==> src/rtl/psm_pkg.sv <==
// ============================================================================
// psm_pkg
// Shared types and constants of the process slot manager: call codes, slot
// states, and the command and status bundles between controller and datapath.
// ============================================================================
package psm_pkg;

    // All ones, the failure code returned to a caller.
    localparam logic [31:0] NEG_ONE = 32'hFFFF_FFFF;

    // System call codes.
    typedef enum logic [2:0] {
        OP_GETPID    = 3'd0,
        OP_FORK      = 3'd1,
        OP_YIELD     = 3'd2,
        OP_EXIT      = 3'd3,
        OP_WAIT      = 3'd4,
        OP_NEWTHREAD = 3'd5,
        OP_KILL      = 3'd6,
        OP_UNKNOWN   = 3'd7
    } psm_op_t;

    // Per-slot state codes.
    typedef enum logic [1:0] {
        SLOT_EMPTY  = 2'd0,
        SLOT_RUN    = 2'd1,
        SLOT_BLOCK  = 2'd2,
        SLOT_ZOMBIE = 2'd3
    } psm_slot_t;

    // Slot address sources for table writes.
    typedef enum logic [1:0] {
        A_CUR    = 2'd0,
        A_TGT    = 2'd1,
        A_WAITER = 2'd2,
        A_CHK    = 2'd3
    } psm_asel_t;

    // Sources of the caller's return value.
    typedef enum logic [2:0] {
        RET_CUR  = 3'd0,
        RET_NEG1 = 3'd1,
        RET_ZERO = 3'd2,
        RET_EXIT = 3'd3,
        RET_CHK  = 3'd4
    } psm_ret_t;

    // Commands from the controller to the datapath.
    typedef struct packed {
        logic      latch;
        logic      set_halt;
        logic      ret_en;
        psm_ret_t  ret_sel;
        logic      probe;
        logic      probe_cur;
        logic      st_we;
        psm_asel_t st_asel;
        psm_slot_t st_wval;
        logic      ex_we;
        psm_asel_t ex_asel;
        logic      ex_arg;
        logic      lk_we;
        psm_asel_t lk_asel;
        logic      lk_set;
        logic      wake_load;
        logic      scan_start;
        logic      scan_alloc;
        logic      scan_step;
        logic      sched_take;
        logic      set_idle;
        logic      out_load;
    } psm_ctl_t;

    // Status from the datapath to the controller.
    typedef struct packed {
        logic      halt_now;
        psm_op_t   op;
        logic      arg_ok;
        psm_slot_t tgt_state;
        logic      link_valid;
        logic      scan_hit;
        logic      scan_miss;
        logic      out_free;
    } psm_sts_t;

endpackage

==> src/rtl/psm_ram.sv <==
// ============================================================================
// psm_ram
// Generic single-write, single-read RAM with a registered read port.
// ============================================================================
module psm_ram #(
    parameter int WIDTH = 8,
    parameter int DEPTH = 16,
    localparam int AW = (DEPTH > 1) ? $clog2(DEPTH) : 1
) (
    input  logic             clk,
    input  logic             wr_en,
    input  logic [AW-1:0]    wr_addr,
    input  logic [WIDTH-1:0] wr_data,
    input  logic             rd_en,
    input  logic [AW-1:0]    rd_addr,
    output logic [WIDTH-1:0] rd_data
);

    logic [WIDTH-1:0] mem [DEPTH];

    // Write port and registered read port; a read of the written address
    // returns the old contents.
    always_ff @(posedge clk)
    begin
        if (wr_en)
        begin
            mem[wr_addr] <= wr_data;
        end
        if (rd_en)
        begin
            rd_data <= mem[rd_addr];
        end
    end

endmodule

==> src/rtl/psm_controller.sv <==
// ============================================================================
// psm_controller
// Sequencer of the process slot manager. It steps each system call through
// decode, target check, waiter release, slot scan and result hand-off.
// ============================================================================
module psm_controller (
    input  logic               clk,
    input  logic               rst_n,
    input  logic               req_valid,
    output logic               req_stall,
    input  psm_pkg::psm_sts_t  sts,
    output psm_pkg::psm_ctl_t  ctl
);

    import psm_pkg::*;

    typedef enum logic [6:0] {
        S_IDLE    = 7'b0000001,
        S_DECODE  = 7'b0000010,
        S_CHECK   = 7'b0000100,
        S_RELEASE = 7'b0001000,
        S_FREE    = 7'b0010000,
        S_SCAN    = 7'b0100000,
        S_FINISH  = 7'b1000000
    } psm_state_t;

    psm_state_t state_reg;
    psm_state_t state_next;
    logic       is_alloc;

    assign is_alloc  = (sts.op == OP_FORK) || (sts.op == OP_NEWTHREAD);
    assign req_stall = (state_reg != S_IDLE);

    // State register.
    always_ff @(posedge clk or negedge rst_n)
    begin
        if (!rst_n)
        begin
            state_reg <= S_IDLE;
        end
        else
        begin
            state_reg <= state_next;
        end
    end

    // Next state and command decode.
    always_comb
    begin
        ctl        = '0;
        state_next = state_reg;
        unique case (state_reg)
            S_IDLE:
            begin
                if (req_valid)
                begin
                    ctl.latch  = 1'b1;
                    state_next = S_DECODE;
                end
            end

            S_DECODE:
            begin
                if (sts.halt_now)
                begin
                    ctl.set_halt = 1'b1;
                    state_next   = S_FINISH;
                end
                else
                begin
                    unique case (sts.op)
                        OP_GETPID:
                        begin
                            ctl.ret_en  = 1'b1;
                            ctl.ret_sel = RET_CUR;
                            state_next  = S_FINISH;
                        end
                        OP_FORK, OP_NEWTHREAD:
                        begin
                            ctl.scan_start = 1'b1;
                            ctl.scan_alloc = 1'b1;
                            state_next     = S_SCAN;
                        end
                        OP_YIELD:
                        begin
                            ctl.scan_start = 1'b1;
                            state_next     = S_SCAN;
                        end
                        OP_EXIT:
                        begin
                            // Current slot turns zombie; fetch its waiter link.
                            ctl.st_we     = 1'b1;
                            ctl.st_asel   = A_CUR;
                            ctl.st_wval   = SLOT_ZOMBIE;
                            ctl.ex_we     = 1'b1;
                            ctl.ex_asel   = A_CUR;
                            ctl.ex_arg    = 1'b1;
                            ctl.probe     = 1'b1;
                            ctl.probe_cur = 1'b1;
                            state_next    = S_RELEASE;
                        end
                        OP_WAIT, OP_KILL:
                        begin
                            if (sts.arg_ok)
                            begin
                                ctl.probe  = 1'b1;
                                state_next = S_CHECK;
                            end
                            else
                            begin
                                ctl.ret_en  = 1'b1;
                                ctl.ret_sel = RET_NEG1;
                                if (sts.op == OP_WAIT)
                                begin
                                    ctl.scan_start = 1'b1;
                                    state_next     = S_SCAN;
                                end
                                else
                                begin
                                    state_next = S_FINISH;
                                end
                            end
                        end
                        OP_UNKNOWN:
                        begin
                            ctl.set_halt = 1'b1;
                            state_next   = S_FINISH;
                        end
                    endcase
                end
            end

            S_CHECK:
            begin
                if (sts.tgt_state == SLOT_EMPTY)
                begin
                    ctl.ret_en  = 1'b1;
                    ctl.ret_sel = RET_NEG1;
                    if (sts.op == OP_WAIT)
                    begin
                        ctl.scan_start = 1'b1;
                        state_next     = S_SCAN;
                    end
                    else
                    begin
                        state_next = S_FINISH;
                    end
                end
                else if (sts.op == OP_WAIT)
                begin
                    if (sts.tgt_state == SLOT_ZOMBIE)
                    begin
                        // Reap the zombie and hand its status to the caller.
                        ctl.ret_en  = 1'b1;
                        ctl.ret_sel = RET_EXIT;
                        ctl.st_we   = 1'b1;
                        ctl.st_asel = A_TGT;
                        ctl.st_wval = SLOT_EMPTY;
                        ctl.lk_we   = 1'b1;
                        ctl.lk_asel = A_TGT;
                    end
                    else
                    begin
                        // Record the caller as waiter and block it.
                        ctl.lk_we   = 1'b1;
                        ctl.lk_asel = A_TGT;
                        ctl.lk_set  = 1'b1;
                        ctl.st_we   = 1'b1;
                        ctl.st_asel = A_CUR;
                        ctl.st_wval = SLOT_BLOCK;
                    end
                    ctl.scan_start = 1'b1;
                    state_next     = S_SCAN;
                end
                else
                begin
                    ctl.ret_en  = 1'b1;
                    ctl.ret_sel = RET_ZERO;
                    if (sts.tgt_state != SLOT_ZOMBIE)
                    begin
                        ctl.st_we   = 1'b1;
                        ctl.st_asel = A_TGT;
                        ctl.st_wval = SLOT_ZOMBIE;
                        ctl.ex_we   = 1'b1;
                        ctl.ex_asel = A_TGT;
                        state_next  = S_RELEASE;
                    end
                    else
                    begin
                        state_next = S_FINISH;
                    end
                end
            end

            S_RELEASE:
            begin
                if (sts.link_valid)
                begin
                    ctl.st_we     = 1'b1;
                    ctl.st_asel   = A_WAITER;
                    ctl.st_wval   = SLOT_RUN;
                    ctl.wake_load = 1'b1;
                    state_next    = S_FREE;
                end
                else if (sts.op == OP_EXIT)
                begin
                    ctl.scan_start = 1'b1;
                    state_next     = S_SCAN;
                end
                else
                begin
                    state_next = S_FINISH;
                end
            end

            S_FREE:
            begin
                ctl.st_we   = 1'b1;
                ctl.st_asel = A_TGT;
                ctl.st_wval = SLOT_EMPTY;
                ctl.lk_we   = 1'b1;
                ctl.lk_asel = A_TGT;
                if (sts.op == OP_EXIT)
                begin
                    ctl.scan_start = 1'b1;
                    state_next     = S_SCAN;
                end
                else
                begin
                    state_next = S_FINISH;
                end
            end

            S_SCAN:
            begin
                ctl.scan_step = 1'b1;
                if (sts.scan_hit)
                begin
                    if (is_alloc)
                    begin
                        ctl.st_we   = 1'b1;
                        ctl.st_asel = A_CHK;
                        ctl.st_wval = SLOT_RUN;
                        ctl.lk_we   = 1'b1;
                        ctl.lk_asel = A_CHK;
                        ctl.ret_en  = 1'b1;
                        ctl.ret_sel = RET_CHK;
                    end
                    else
                    begin
                        ctl.sched_take = 1'b1;
                    end
                    state_next = S_FINISH;
                end
                else if (sts.scan_miss)
                begin
                    if (is_alloc)
                    begin
                        ctl.ret_en  = 1'b1;
                        ctl.ret_sel = RET_NEG1;
                    end
                    else
                    begin
                        ctl.set_idle = 1'b1;
                    end
                    state_next = S_FINISH;
                end
            end

            S_FINISH:
            begin
                if (sts.out_free)
                begin
                    ctl.out_load = 1'b1;
                    state_next   = S_IDLE;
                end
            end
        endcase
    end

endmodule

==> src/rtl/psm_datapath.sv <==
// ============================================================================
// psm_datapath
// Slot tables, current slot, scan counters and result registers of the
// process slot manager. Executes the commands of the controller.
// ============================================================================
module psm_datapath #(
    parameter int NUM_SLOTS = 16,
    localparam int SW = $clog2(NUM_SLOTS)
) (
    input  logic               clk,
    input  logic               rst_n,
    input  psm_pkg::psm_ctl_t  ctl,
    output psm_pkg::psm_sts_t  sts,
    input  logic [2:0]         cmd,
    input  logic signed [31:0] argument,
    input  logic               res_stall,
    output logic               res_valid,
    output logic               return_valid,
    output logic signed [31:0] return_value,
    output logic               wake_valid,
    output logic [3:0]         wake_slot,
    output logic signed [31:0] wake_value,
    output logic [3:0]         next_slot,
    output logic               none_runnable,
    output logic               halted
);

    import psm_pkg::*;

    localparam int            CW       = SW + 1;
    localparam logic [31:0]   NSLOT32  = 32'(NUM_SLOTS);
    localparam logic [SW-1:0] LAST_IDX = SW'(NUM_SLOTS - 1);
    localparam logic [SW-1:0] IDX_ONE  = SW'(1);

    // Request and per-call registers.
    psm_op_t            op_reg;
    logic signed [31:0] arg_reg;
    logic [SW-1:0]      tgt_reg;
    logic [31:0]        stat_reg;
    logic               rv_reg;
    logic [31:0]        rval_reg;
    logic               wkv_reg;
    logic [SW-1:0]      wks_reg;
    logic [31:0]        wkval_reg;
    logic               idle_reg;

    // Persistent control state.
    logic [SW-1:0]        cur_reg;
    logic                 halt_reg;
    logic [NUM_SLOTS-1:0] st_vld_reg;
    logic [NUM_SLOTS-1:0] ex_vld_reg;
    logic [NUM_SLOTS-1:0] lk_vld_reg;
    logic                 st_rvld_reg;
    logic                 ex_rvld_reg;
    logic                 lk_rvld_reg;
    logic [SW-1:0]        st_raddr_reg;

    // Scan unit.
    logic [SW-1:0] scan_addr_reg;
    logic [CW-1:0] scan_left_reg;
    logic [SW-1:0] chk_idx_reg;
    logic          chk_vld_reg;
    logic          chk_last_reg;
    logic          scan_alloc_reg;

    // Result register.
    logic          res_valid_reg;
    logic          o_rv_reg;
    logic [31:0]   o_rval_reg;
    logic          o_wkv_reg;
    logic [3:0]    o_wks_reg;
    logic [31:0]   o_wkval_reg;
    logic [3:0]    o_next_reg;
    logic          o_idle_reg;
    logic          o_halt_reg;

    // Memory ports.
    logic [31:0]   arg_u;
    logic [SW-1:0] arg_idx;
    logic          arg_ok;
    logic [SW-1:0] probe_addr;
    logic          scan_rd;
    logic          st_rd_en;
    logic [SW-1:0] st_rd_addr;
    logic [1:0]    st_q;
    logic [31:0]   ex_q;
    logic [SW:0]   lk_q;
    logic [SW-1:0] st_waddr;
    logic [SW-1:0] ex_waddr;
    logic [SW-1:0] lk_waddr;
    logic [31:0]   ex_wdata;
    logic [SW:0]   lk_wdata;
    psm_slot_t     st_val;
    logic [31:0]   ex_val;
    logic          lk_valid;
    logic [SW-1:0] lk_idx;
    psm_slot_t     scan_target;
    logic          scan_match;
    logic          out_free;

    // Next index of a round robin over the slots.
    function automatic logic [SW-1:0] wrap_inc(input logic [SW-1:0] x);
        logic [SW-1:0] r;
        if (x == LAST_IDX)
        begin
            r = '0;
        end
        else
        begin
            r = x + IDX_ONE;
        end
        return r;
    endfunction

    // Slot address selection for table writes.
    function automatic logic [SW-1:0] pick(input psm_asel_t s,
                                           input logic [SW-1:0] cur,
                                           input logic [SW-1:0] tgt,
                                           input logic [SW-1:0] wtr,
                                           input logic [SW-1:0] chk);
        logic [SW-1:0] r;
        unique case (s)
            A_CUR:    r = cur;
            A_TGT:    r = tgt;
            A_WAITER: r = wtr;
            A_CHK:    r = chk;
        endcase
        return r;
    endfunction

    // Target checks on the argument.
    assign arg_u   = arg_reg;
    assign arg_idx = arg_reg[SW-1:0];
    assign arg_ok  = (arg_u != 32'd0) && (arg_u < NSLOT32) && (arg_idx != cur_reg);

    // Read addresses: a probe looks at one slot, the scan walks the state table.
    assign probe_addr = ctl.probe_cur ? cur_reg : arg_idx;
    assign scan_rd    = ctl.scan_step && (scan_left_reg != '0);
    assign st_rd_en   = ctl.probe || scan_rd;
    assign st_rd_addr = ctl.scan_step ? scan_addr_reg : probe_addr;

    // Write addresses and data.
    assign st_waddr = pick(ctl.st_asel, cur_reg, tgt_reg, lk_idx, chk_idx_reg);
    assign ex_waddr = pick(ctl.ex_asel, cur_reg, tgt_reg, lk_idx, chk_idx_reg);
    assign lk_waddr = pick(ctl.lk_asel, cur_reg, tgt_reg, lk_idx, chk_idx_reg);
    assign ex_wdata = ctl.ex_arg ? arg_reg : NEG_ONE;
    assign lk_wdata = ctl.lk_set ? {1'b1, cur_reg} : '0;

    psm_ram #(.WIDTH(2), .DEPTH(NUM_SLOTS)) u_state_ram (
        .clk     (clk),
        .wr_en   (ctl.st_we),
        .wr_addr (st_waddr),
        .wr_data (ctl.st_wval),
        .rd_en   (st_rd_en),
        .rd_addr (st_rd_addr),
        .rd_data (st_q)
    );

    psm_ram #(.WIDTH(32), .DEPTH(NUM_SLOTS)) u_exit_ram (
        .clk     (clk),
        .wr_en   (ctl.ex_we),
        .wr_addr (ex_waddr),
        .wr_data (ex_wdata),
        .rd_en   (ctl.probe),
        .rd_addr (probe_addr),
        .rd_data (ex_q)
    );

    psm_ram #(.WIDTH(SW + 1), .DEPTH(NUM_SLOTS)) u_link_ram (
        .clk     (clk),
        .wr_en   (ctl.lk_we),
        .wr_addr (lk_waddr),
        .wr_data (lk_wdata),
        .rd_en   (ctl.probe),
        .rd_addr (probe_addr),
        .rd_data (lk_q)
    );

    // Entries never written read as their reset contents.
    always_comb
    begin
        if (st_rvld_reg)
        begin
            st_val = psm_slot_t'(st_q);
        end
        else if (st_raddr_reg == IDX_ONE)
        begin
            st_val = SLOT_RUN;
        end
        else
        begin
            st_val = SLOT_EMPTY;
        end
    end

    assign ex_val   = ex_rvld_reg ? ex_q : '0;
    assign lk_valid = lk_rvld_reg && lk_q[SW];
    assign lk_idx   = lk_q[SW-1:0];

    // Scan compare: allocation looks for an empty slot, scheduling for a runnable one.
    assign scan_target = scan_alloc_reg ? SLOT_EMPTY : SLOT_RUN;
    assign scan_match  = (st_val == scan_target);
    assign out_free    = !res_valid_reg || !res_stall;

    // Status to the controller.
    always_comb
    begin
        sts.halt_now   = halt_reg || (op_reg == OP_UNKNOWN);
        sts.op         = op_reg;
        sts.arg_ok     = arg_ok;
        sts.tgt_state  = st_val;
        sts.link_valid = lk_valid;
        sts.scan_hit   = chk_vld_reg && scan_match;
        sts.scan_miss  = chk_vld_reg && chk_last_reg && !scan_match;
        sts.out_free   = out_free;
    end

    // Control state: current slot, halt, table valid bits, scan and result valid.
    always_ff @(posedge clk or negedge rst_n)
    begin
        if (!rst_n)
        begin
            cur_reg       <= IDX_ONE;
            halt_reg      <= 1'b0;
            st_vld_reg    <= '0;
            ex_vld_reg    <= '0;
            lk_vld_reg    <= '0;
            st_rvld_reg   <= 1'b0;
            ex_rvld_reg   <= 1'b0;
            lk_rvld_reg   <= 1'b0;
            st_raddr_reg  <= '0;
            scan_left_reg <= '0;
            chk_vld_reg   <= 1'b0;
            res_valid_reg <= 1'b0;
        end
        else
        begin
            if (ctl.set_halt)
            begin
                halt_reg <= 1'b1;
            end
            if (ctl.sched_take)
            begin
                cur_reg <= chk_idx_reg;
            end
            if (ctl.st_we)
            begin
                st_vld_reg[st_waddr] <= 1'b1;
            end
            if (ctl.ex_we)
            begin
                ex_vld_reg[ex_waddr] <= 1'b1;
            end
            if (ctl.lk_we)
            begin
                lk_vld_reg[lk_waddr] <= 1'b1;
            end
            if (st_rd_en)
            begin
                st_rvld_reg  <= st_vld_reg[st_rd_addr];
                st_raddr_reg <= st_rd_addr;
            end
            if (ctl.probe)
            begin
                ex_rvld_reg <= ex_vld_reg[probe_addr];
                lk_rvld_reg <= lk_vld_reg[probe_addr];
            end

            // Scan counters.
            if (ctl.scan_start)
            begin
                scan_left_reg <= ctl.scan_alloc ? CW'(NUM_SLOTS - 1) : CW'(NUM_SLOTS);
                chk_vld_reg   <= 1'b0;
            end
            else if (scan_rd)
            begin
                scan_left_reg <= scan_left_reg - CW'(1);
                chk_vld_reg   <= 1'b1;
            end
            else
            begin
                chk_vld_reg <= 1'b0;
            end

            // Result register handshake.
            if (ctl.out_load)
            begin
                res_valid_reg <= 1'b1;
            end
            else if (!res_stall)
            begin
                res_valid_reg <= 1'b0;
            end
        end
    end

    // Payload registers.
    always_ff @(posedge clk)
    begin
        if (ctl.latch)
        begin
            op_reg    <= psm_op_t'(cmd);
            arg_reg   <= argument;
            rv_reg    <= 1'b0;
            rval_reg  <= '0;
            wkv_reg   <= 1'b0;
            wks_reg   <= '0;
            wkval_reg <= '0;
            idle_reg  <= 1'b0;
        end
        if (ctl.probe)
        begin
            tgt_reg  <= probe_addr;
            stat_reg <= ctl.probe_cur ? arg_reg : NEG_ONE;
        end
        if (ctl.ret_en)
        begin
            rv_reg <= 1'b1;
            unique case (ctl.ret_sel)
                RET_CUR:  rval_reg <= 32'(cur_reg);
                RET_NEG1: rval_reg <= NEG_ONE;
                RET_ZERO: rval_reg <= '0;
                RET_EXIT: rval_reg <= ex_val;
                RET_CHK:  rval_reg <= 32'(chk_idx_reg);
                default:  rval_reg <= '0;
            endcase
        end
        if (ctl.wake_load)
        begin
            wkv_reg   <= 1'b1;
            wks_reg   <= lk_idx;
            wkval_reg <= stat_reg;
        end
        if (ctl.set_idle)
        begin
            idle_reg <= 1'b1;
        end

        // Scan address walk.
        if (ctl.scan_start)
        begin
            scan_alloc_reg <= ctl.scan_alloc;
            scan_addr_reg  <= ctl.scan_alloc ? IDX_ONE : wrap_inc(cur_reg);
        end
        else if (scan_rd)
        begin
            chk_idx_reg   <= scan_addr_reg;
            chk_last_reg  <= (scan_left_reg == CW'(1));
            scan_addr_reg <= wrap_inc(scan_addr_reg);
        end

        // Result capture.
        if (ctl.out_load)
        begin
            o_rv_reg    <= rv_reg;
            o_rval_reg  <= rval_reg;
            o_wkv_reg   <= wkv_reg;
            o_wks_reg   <= 4'(wks_reg);
            o_wkval_reg <= wkval_reg;
            o_next_reg  <= 4'(cur_reg);
            o_idle_reg  <= idle_reg;
            o_halt_reg  <= halt_reg;
        end
    end

    assign res_valid     = res_valid_reg;
    assign return_valid  = o_rv_reg;
    assign return_value  = o_rval_reg;
    assign wake_valid    = o_wkv_reg;
    assign wake_slot     = o_wks_reg;
    assign wake_value    = o_wkval_reg;
    assign next_slot     = o_next_reg;
    assign none_runnable = o_idle_reg;
    assign halted        = o_halt_reg;

endmodule

==> src/rtl/process_slot_manager.sv <==
// ============================================================================
// process_slot_manager
// Hardware thread-slot manager with a round-robin scheduler.
// ============================================================================
// One request carries a system call and its argument and yields exactly one
// result. Calls are handled one at a time. fork and newthread walk the slot
// state memory one slot per cycle. A scan stops at the first matching slot.
// The state memory has a single read port, shared by scans and probes.
// A new request is taken as soon as the previous result sits in the output
// register, even while that result is stalled. No clearing pass follows
// reset: per-slot valid bits supply the reset contents of the tables.
module process_slot_manager #(
    parameter int NUM_SLOTS = 16
) (
    input  logic               clk,
    input  logic               rst_n,
    input  logic               req_valid,
    output logic               req_stall,
    input  logic [2:0]         cmd,
    input  logic signed [31:0] argument,
    output logic               res_valid,
    input  logic               res_stall,
    output logic               return_valid,
    output logic signed [31:0] return_value,
    output logic               wake_valid,
    output logic [3:0]         wake_slot,
    output logic signed [31:0] wake_value,
    output logic [3:0]         next_slot,
    output logic               none_runnable,
    output logic               halted
);

    import psm_pkg::*;

    psm_ctl_t ctl;
    psm_sts_t sts;

    // Call sequencer.
    psm_controller u_controller (
        .clk       (clk),
        .rst_n     (rst_n),
        .req_valid (req_valid),
        .req_stall (req_stall),
        .sts       (sts),
        .ctl       (ctl)
    );

    // Slot tables and result path.
    psm_datapath #(.NUM_SLOTS(NUM_SLOTS)) u_datapath (
        .clk           (clk),
        .rst_n         (rst_n),
        .ctl           (ctl),
        .sts           (sts),
        .cmd           (cmd),
        .argument      (argument),
        .res_stall     (res_stall),
        .res_valid     (res_valid),
        .return_valid  (return_valid),
        .return_value  (return_value),
        .wake_valid    (wake_valid),
        .wake_slot     (wake_slot),
        .wake_value    (wake_value),
        .next_slot     (next_slot),
        .none_runnable (none_runnable),
        .halted        (halted)
    );

endmodule

==> config.mk <==
export PLATFORM = sky130hd
export DESIGN_NAME = process_slot_manager
export DESIGN_NICKNAME = d
export VERILOG_FILES = /design/src/rtl/psm_pkg.sv /design/src/rtl/psm_ram.sv /design/src/rtl/psm_controller.sv /design/src/rtl/psm_datapath.sv /design/src/rtl/process_slot_manager.sv
export SDC_FILE = /design/constraint.sdc
export NUM_CORES = 1
export LEC_CHECK = 0
export BUFFER_PORTS_ARGS = -buffer_cell sky130_fd_sc_hd__buf_4
export CORE_ASPECT_RATIO = 1.25
export CORE_UTILIZATION = 44
export DETAILED_ROUTE_END_ITERATION = 8
export PLACE_DENSITY_LB_ADDON = 0.2
export SLEW_MARGIN = 40
export SYNTH_ARGS = -nofsm -noshare
export SYNTH_HDL_FRONTEND = slang
export SYNTH_SLANG_ARGS = --single-unit
==> constraint.sdc <==
create_clock -name clk -period 10.5 [get_ports clk]
set_input_delay 2.1 -clock clk [delete_from_list [all_inputs] [get_ports clk]]
set_output_delay 2.1 -clock clk [all_outputs]
set_load 0.02 [all_outputs]
==> out/results.tsv, run 1 <==
metric	value	unit
status	complete, no violations	
synthFlopType	edfxtp_1	
fin_cells	3894	
fin_skew	0.0233	ns
tightest_slew	0.892	ns
largest_reg_flops	512	
placed_area	41100	um^2
core	87200	um^2
drv_slew	0	
top_regs	u_datapath.u_exit_ram.mem (512), u_datapath.u_link_ram.mem (80)	
required	10.84	ns
via_count	22400	
syn-cell-area	38800	um^2
yosysUniqueCellTypes	74	
place_inst	3728	
place.detailed.hpwl	54700	um
syn2layout_area_growth	13.5	%
synth.avg_cell_area	15.2	um^2
overflow	0	
grt_pass1_vias	22200	
cts_root_buf	clkbuf_16	
synth_nets	2599	
cts_resized	0	
synthCells	2547	
cts_buffer_depth	3	
drt_first_iter_violations	1998	
die_x	268	um
whs	0.417	ns
grt_pass1_wl	142000	um
cp-end-kind	flip-flop	
p_leak	16.0	nW
period_share	44.3	%
drive_gt1_share	15.3	%
final_cell_area	44000	um^2
async_flop_share	7.67	%
antenna_found_initial	8	
crit_type	flip-flop to flip-flop	
yosys_warnings	0	
ys_ff_latch	965	
synth_edf_count	888	
post_cts_buffers	0	
powerDensity	194	nW/um^2
grt_start_max_net_pins	121	
drt-total-wl	96600	um
track_usage	21.6	%
setup_viol	0	
cts.clk_slew.worst_paths	0.06	ns
ir_worst_vdd	0.137	mV
regMostFlops	u_datapath.u_exit_ram.mem	
ios	117	
slew_headroom	40.6	%
floorplan.die_area	89300	um^2
finalCriticalPeriod	4.65	ns
dr.pass1.iters	6	
hold_viol_final	0	
detail-route-antenna-nets	0	
maxCapViolCount	0	
fin_setup_tns	0	ns
postCtsHoldBufs	0	
row_count	121	
arrival	4.99	ns
tritoncts	done	
fin_nets	2705	
rsz0062_at_grt	no	
fmax	0.215	GHz
start_util	44.5	%
post-route-drc-count	0	
port_buffers	116	
routabilityCongestion	0.877	
cts_sinks	965	
die_h	334	um
cts_max_level	3	
hp-class	flip-flop to flip-flop	
clkLatencyLatePin	0.66	ns
ys_seq_area_share	73.7	%
via_per_inst	5.74	
post_drt_wl_per_cell	24.8	um
cp_max_fo	120	
cp-start-kind	flip-flop	
numCtsBuffers	91	
-- critical path: stages (launching register included) --
cell      delay [ns]
dfrtp_1         0.48
or4_1           0.80
o31a_1          0.44
nor2_4          0.61
inv_12          0.37
buf_12          0.44
a211oi_1        0.39
a211oi_1        0.10
a311oi_1        0.27
a21oi_1         0.12
-- stage by stage --
stage	utilization (%)	power (mW)	worst slack (ns)
floorplan	-	5.07	4.14
global placement	47.0	5.39	5.86
detailed placement	47.1	5.41	6.05
CTS	50.4	8.59	6.04
global route	50.4	8.81	5.79
finish	50.5	8.53	5.85
-- cells by family after synthesis --
logic type,Yosys count,share of synthesized area [%]
adder cells (fa/ha/maj),13,0.420
AND/OR/NAND/NOR,649,8.41
flip-flops,965,73.7
AO/OA/AOI/OAI,463,8.36
buffers and inverters,186,2.13
XOR/XNOR,11,0.248
multiplexers,260,6.72
-- worst paths after layout --
kind,startpoint,end,slack (ns),cells past startpoint
worst max-delay path,u_controller.state_reg[2],u_datapath.u_exit_ram.rd_data[14],5.85,9
worst min-delay path,u_datapath.wkval_reg[7],u_datapath.wake_value[7],0.42,0
worst max register to register,u_controller.state_reg[2],u_datapath.u_exit_ram.rd_data[14],5.85,9
worst min register to register,u_datapath.wkval_reg[7],u_datapath.wake_value[7],0.42,0
max in group asynchronous,rst_n,u_datapath.st_raddr_reg[1],8.51,1
min in group asynchronous,rst_n,u_datapath.st_vld_reg[13],1.46,1
-- Yosys cell counts, types with 5 or more instances --
master / n / area [um^2]
nand2b_1: 10 / 62.6
a22oi_1: 7 / 52.6
nor4_1: 12 / 75.1
and3_1: 110 / 688
a31oi_1: 48 / 300
or2_2: 66 / 413
xor2_1: 6 / 52.6
buf_2: 20 / 100
o21ai_0: 17 / 85.1
mux2i_1: 256 / 2560
dfrtp_1: 72 / 1800
or3_1: 10 / 62.6
a311oi_1: 40 / 350
a21oi_1: 86 / 430
o21ai_1: 8 / 40.0
and2_1: 7 / 43.8
edfxtp_1: 888 / 26700
nor2_1: 85 / 319
nand4_1: 15 / 93.8
a221oi_1: 5 / 43.8
nor3_1: 16 / 80.1
buf_4: 13 / 97.6
nand2_1: 251 / 942
ha_1: 13 / 163
o21a_1: 10 / 75.1
a211oi_1: 151 / 1130
o31ai_1: 6 / 45.0
inv_1: 24 / 90.1
o21bai_1: 47 / 353
nand3_1: 31 / 155
buf_6: 7 / 78.8
xnor2_1: 5 / 43.8
a21o_1: 6 / 45.0
clkbuf_1: 117 / 439
-- cell usage in the layout (no fill, tap or decap), types with 11 or more instances in the layout --
cell	n
dfrtp_1	72
clkinv_1	12
mux2i_1	255
edfxtp_1	888
nand3_1	30
a311oi_1	40
clkinv_2	19
buf_4	165
clkbuf_16	95
nor4_1	11
nor2_4	17
inv_1	23
nor3_1	15
or2_2	65
a31oi_1	48
a21oi_1	83
ha_1	13
and3_1	110
o21bai_1	47
o21ai_0	16
a211oi_1	150
nand2_1	251
nor2_1	69
clkbuf_1	23
nand4_1	15
-- routing by layer --
layer / global-route usage (%) / wire (um) / vias to the layer above
met3: 3.00 / 5800 / 166
met4: 7.39 / 2800 / 0
li1: - / - / 10100
met2: 36.7 / 47800 / 774
met5: 0 / 0 / -
met1: 28.4 / 40100 / 11300
-- report_power, final --
group          switching (mW)  total, mW  internal (mW)
Clock                    1.39       3.19           1.80
Sequential              0.107       4.45           4.34
Combinational           0.597      0.889          0.292
Total                    2.10       8.53           6.43
-- layout make-up --
| class | count | area, um^2 |
|---|---|---|
| multi-input cells | 1396 | 9600 |
| clock inverters | 41 | 345 |
| flip-flops and latches | 965 | 28600 |
| repair buffers | 173 | 1360 |
| diodes | 2 | 5.00 |
| fillers | 7257 | 43200 |
| inverters | 26 | 116 |
| well taps | 1168 | 1460 |
| clock buffers | 123 | 2530 |
(Power assumes the default switching activity.)
==> inputs of run 2 (changes only) <==
==> constraint.sdc (replaced) <==
create_clock -name clk -period 4.64 [get_ports clk]
set_input_delay 0.928 -clock clk [delete_from_list [all_inputs] [get_ports clk]]
set_output_delay 0.928 -clock clk [all_outputs]
set_load 0.02 [all_outputs]
==> run 2 against run 1 <==
  * Wire length fell by 1.6%
  * Total power rose by 130%
  * Non-clock buffer count rose by 32
  * Sequential share of layout area fell by 0.79 points
  * Sequential cell count did not move
  * First-iteration DRC count fell by 0.35%
  * Worst setup slack got worse by 5.4 ns
  * Critical path depth rose by 2
  * Die area did not move
  * Final area rose by 1.2%
  * Critical endpoint is now u_datapath.u_state_ram.mem[8][0]
  * Global-route usage fell by 0.38 points
  * Via count rose by 0.31%
==> out/results.tsv, run 2 (synthesized netlist as in run 1, its figures left out) <==
metric	value	unit	change
arrival	4.55	ns	-0.44 ns
top_regs	u_datapath.u_exit_ram.mem (512), u_datapath.u_link_ram.mem (80)		
crit_slowest_cell	or4b_1		
grt_pass1_wl	141000	um	-0.73%
final_common_cell	edfxtp_1		
numCtsBuffers	93		+2.2%
power	19.6	mW	+130%
detail-route-antenna-nets	0		unchanged
via_per_inst	5.70		-0.68%
switchingPower	4.83	mW	+130%
post-route-drc-count	0		unchanged
tritoncts	done		
cts_max_level	3		unchanged
place.detailed.hpwl	56900	um	+4.0%
whs	0.301	ns	-0.115 ns
row_count	121		unchanged
ios	117		unchanged
fin_cells	3933		+1.0%
cp-end-kind	flip-flop		
regMostFlops	u_datapath.u_exit_ram.mem		
postCtsHoldBufs	0		unchanged
cts_root_buf	clkbuf_16		
cts.clk_slew.worst_paths	0.06	ns	about the same
post_cts_buffers	0		unchanged
period_share	90.2	%	+46 points
port_buffers	116		unchanged
crit_type	flip-flop to flip-flop		
tightest_slew	0.805	ns	-0.0869 ns
cp-start-kind	flip-flop		
dr.pass1.iters	7		+1
rsz0062_at_grt	no		
routabilityCongestion	0.885		+0.89%
fin_skew	0.0377	ns	+0.0144 ns
drv_slew	0		unchanged
powerDensity	440	nW/um^2	+130%
post_drt_wl_per_cell	24.2	um	-2.5%
largest_reg_flops	512		unchanged
fin_nets	2739		+1.3%
floorplan.die_area	89300	um^2	unchanged
pwr-share-seq	51.2	%	-1.0 points
maxCapViolCount	0		unchanged
crit_chain	or4b_1 -> o21ai_0 -> ha_1 -> inv_1 -> ha_1 -> or4b_1 -> a21oi_1 -> nor3_1 -> a221o_1 -> or3_1 -> nor2_1		
ir_worst_vdd	0.301	mV	+120%
critPathMaxStageDelay	0.58	ns	-0.22 ns
clkLatencyLatePin	0.68	ns	+0.02 ns
cts_resized	0		unchanged
grt_pass1_vias	22100		-0.18%
pre_cts_slack	0.443	ns	-5.61 ns
die_h	334	um	unchanged
cts_sinks	965		unchanged
final_cell_area	44500	um^2	+1.2%
place_inst	3760		+0.86%
final_cell_mix	888 x edfxtp_1, 255 x mux2i_1, 251 x nand2_1		
hold_viol_final	0		unchanged
placed_area	41500	um^2	+1.0%
drive_gt1_share	16.3	%	+0.94 points
cts_buffer_depth	3		unchanged
overflow	0		unchanged
hp-class	input port to async pin		
p_leak	16.3	nW	+1.7%
core	87200	um^2	unchanged
fin_util	51.1	%	+0.62 points
via_count	22400		+0.31%
finalCriticalPeriod	4.18	ns	-0.465 ns
slew_headroom	45.9	%	+5.3 points
clkPwrFrac	38.1	%	+0.7 points
p_comb_share	10.7	%	+0.3 points
status	complete, no violations		
internal-power	14.8	mW	+130%
antenna_found_initial	3		-5
start_util	44.5	%	unchanged
grt_start_max_net_pins	81		-33%
syn2layout_area_growth	14.9	%	
fin_ws	0.456	ns	-5.39 ns
drt_first_iter_violations	1991		-0.35%
cp_max_fo	8		-93%
drt-total-wl	95100	um	-1.6%
required	5.01	ns	-5.83 ns
setup_viol	0		unchanged
die_x	268	um	unchanged
track_usage	21.2	%	-0.38 points
fin_setup_tns	0	ns	unchanged
switching_share	24.6	%	about the same
fmax	0.239	GHz	+11%
run 2: routing by layer:
metal  GRT usage (%)  up-vias  share of wire (%)
met5               0        -                  0
met4            6.66        0                2.5
met3            2.81      151                5.3
met2            35.3      659                 49
met1            28.9    11500                 43
li1                -    10200                  -
run 2: layout make-up:
cell class,count,area (um^2)
flip-flops and latches,965,28600
inverters,26,111
diodes,2,5.00
well taps,1168,1460
clock inverters,62,591
repair buffers,205,1770
fillers,7222,42700
clock buffers,109,2430
multi-input cells,1396,9590
run 2: worst max-delay path: cells and delay by family (launching register included):
family	cells	cell delay, ns
adders and majority gates	2	0.58
DFF	1	0.38
and+or+nand+nor	5	1.97
AOI/OAI and AO/OA	3	0.89
buffers and inverters	1	0.10
run 2: path summary, 6_finish.rpt:
path	start	end	slack, ns	cells past startpoint
worst max register to register	u_datapath.st_raddr_reg[1]	u_datapath.u_state_ram.mem[8][0]	0.46	11
worst min-delay path	rst_n	u_datapath.scan_left_reg[0]	0.30	1
worst max-delay path	u_datapath.st_raddr_reg[1]	u_datapath.u_state_ram.mem[8][0]	0.46	11
min in group clk	u_datapath.wkval_reg[7]	u_datapath.wake_value[7]	0.41	0
worst min register to register	u_datapath.wkval_reg[7]	u_datapath.wake_value[7]	0.41	0
max in group asynchronous	rst_n	u_datapath.ex_vld_reg[12]	3.79	1
run 2: power by group through the flow:
stage | registers (mW) | clock network, mW | logic (mW)
floorplan | 10.2 | 0 | 1.23
global placement | 10.2 | 0 | 2.04
detailed placement | 10.2 | 0 | 2.09
CTS | 10.0 | 7.62 | 2.10
global route | 10.1 | 7.95 | 2.28
finish | 10.0 | 7.47 | 2.10
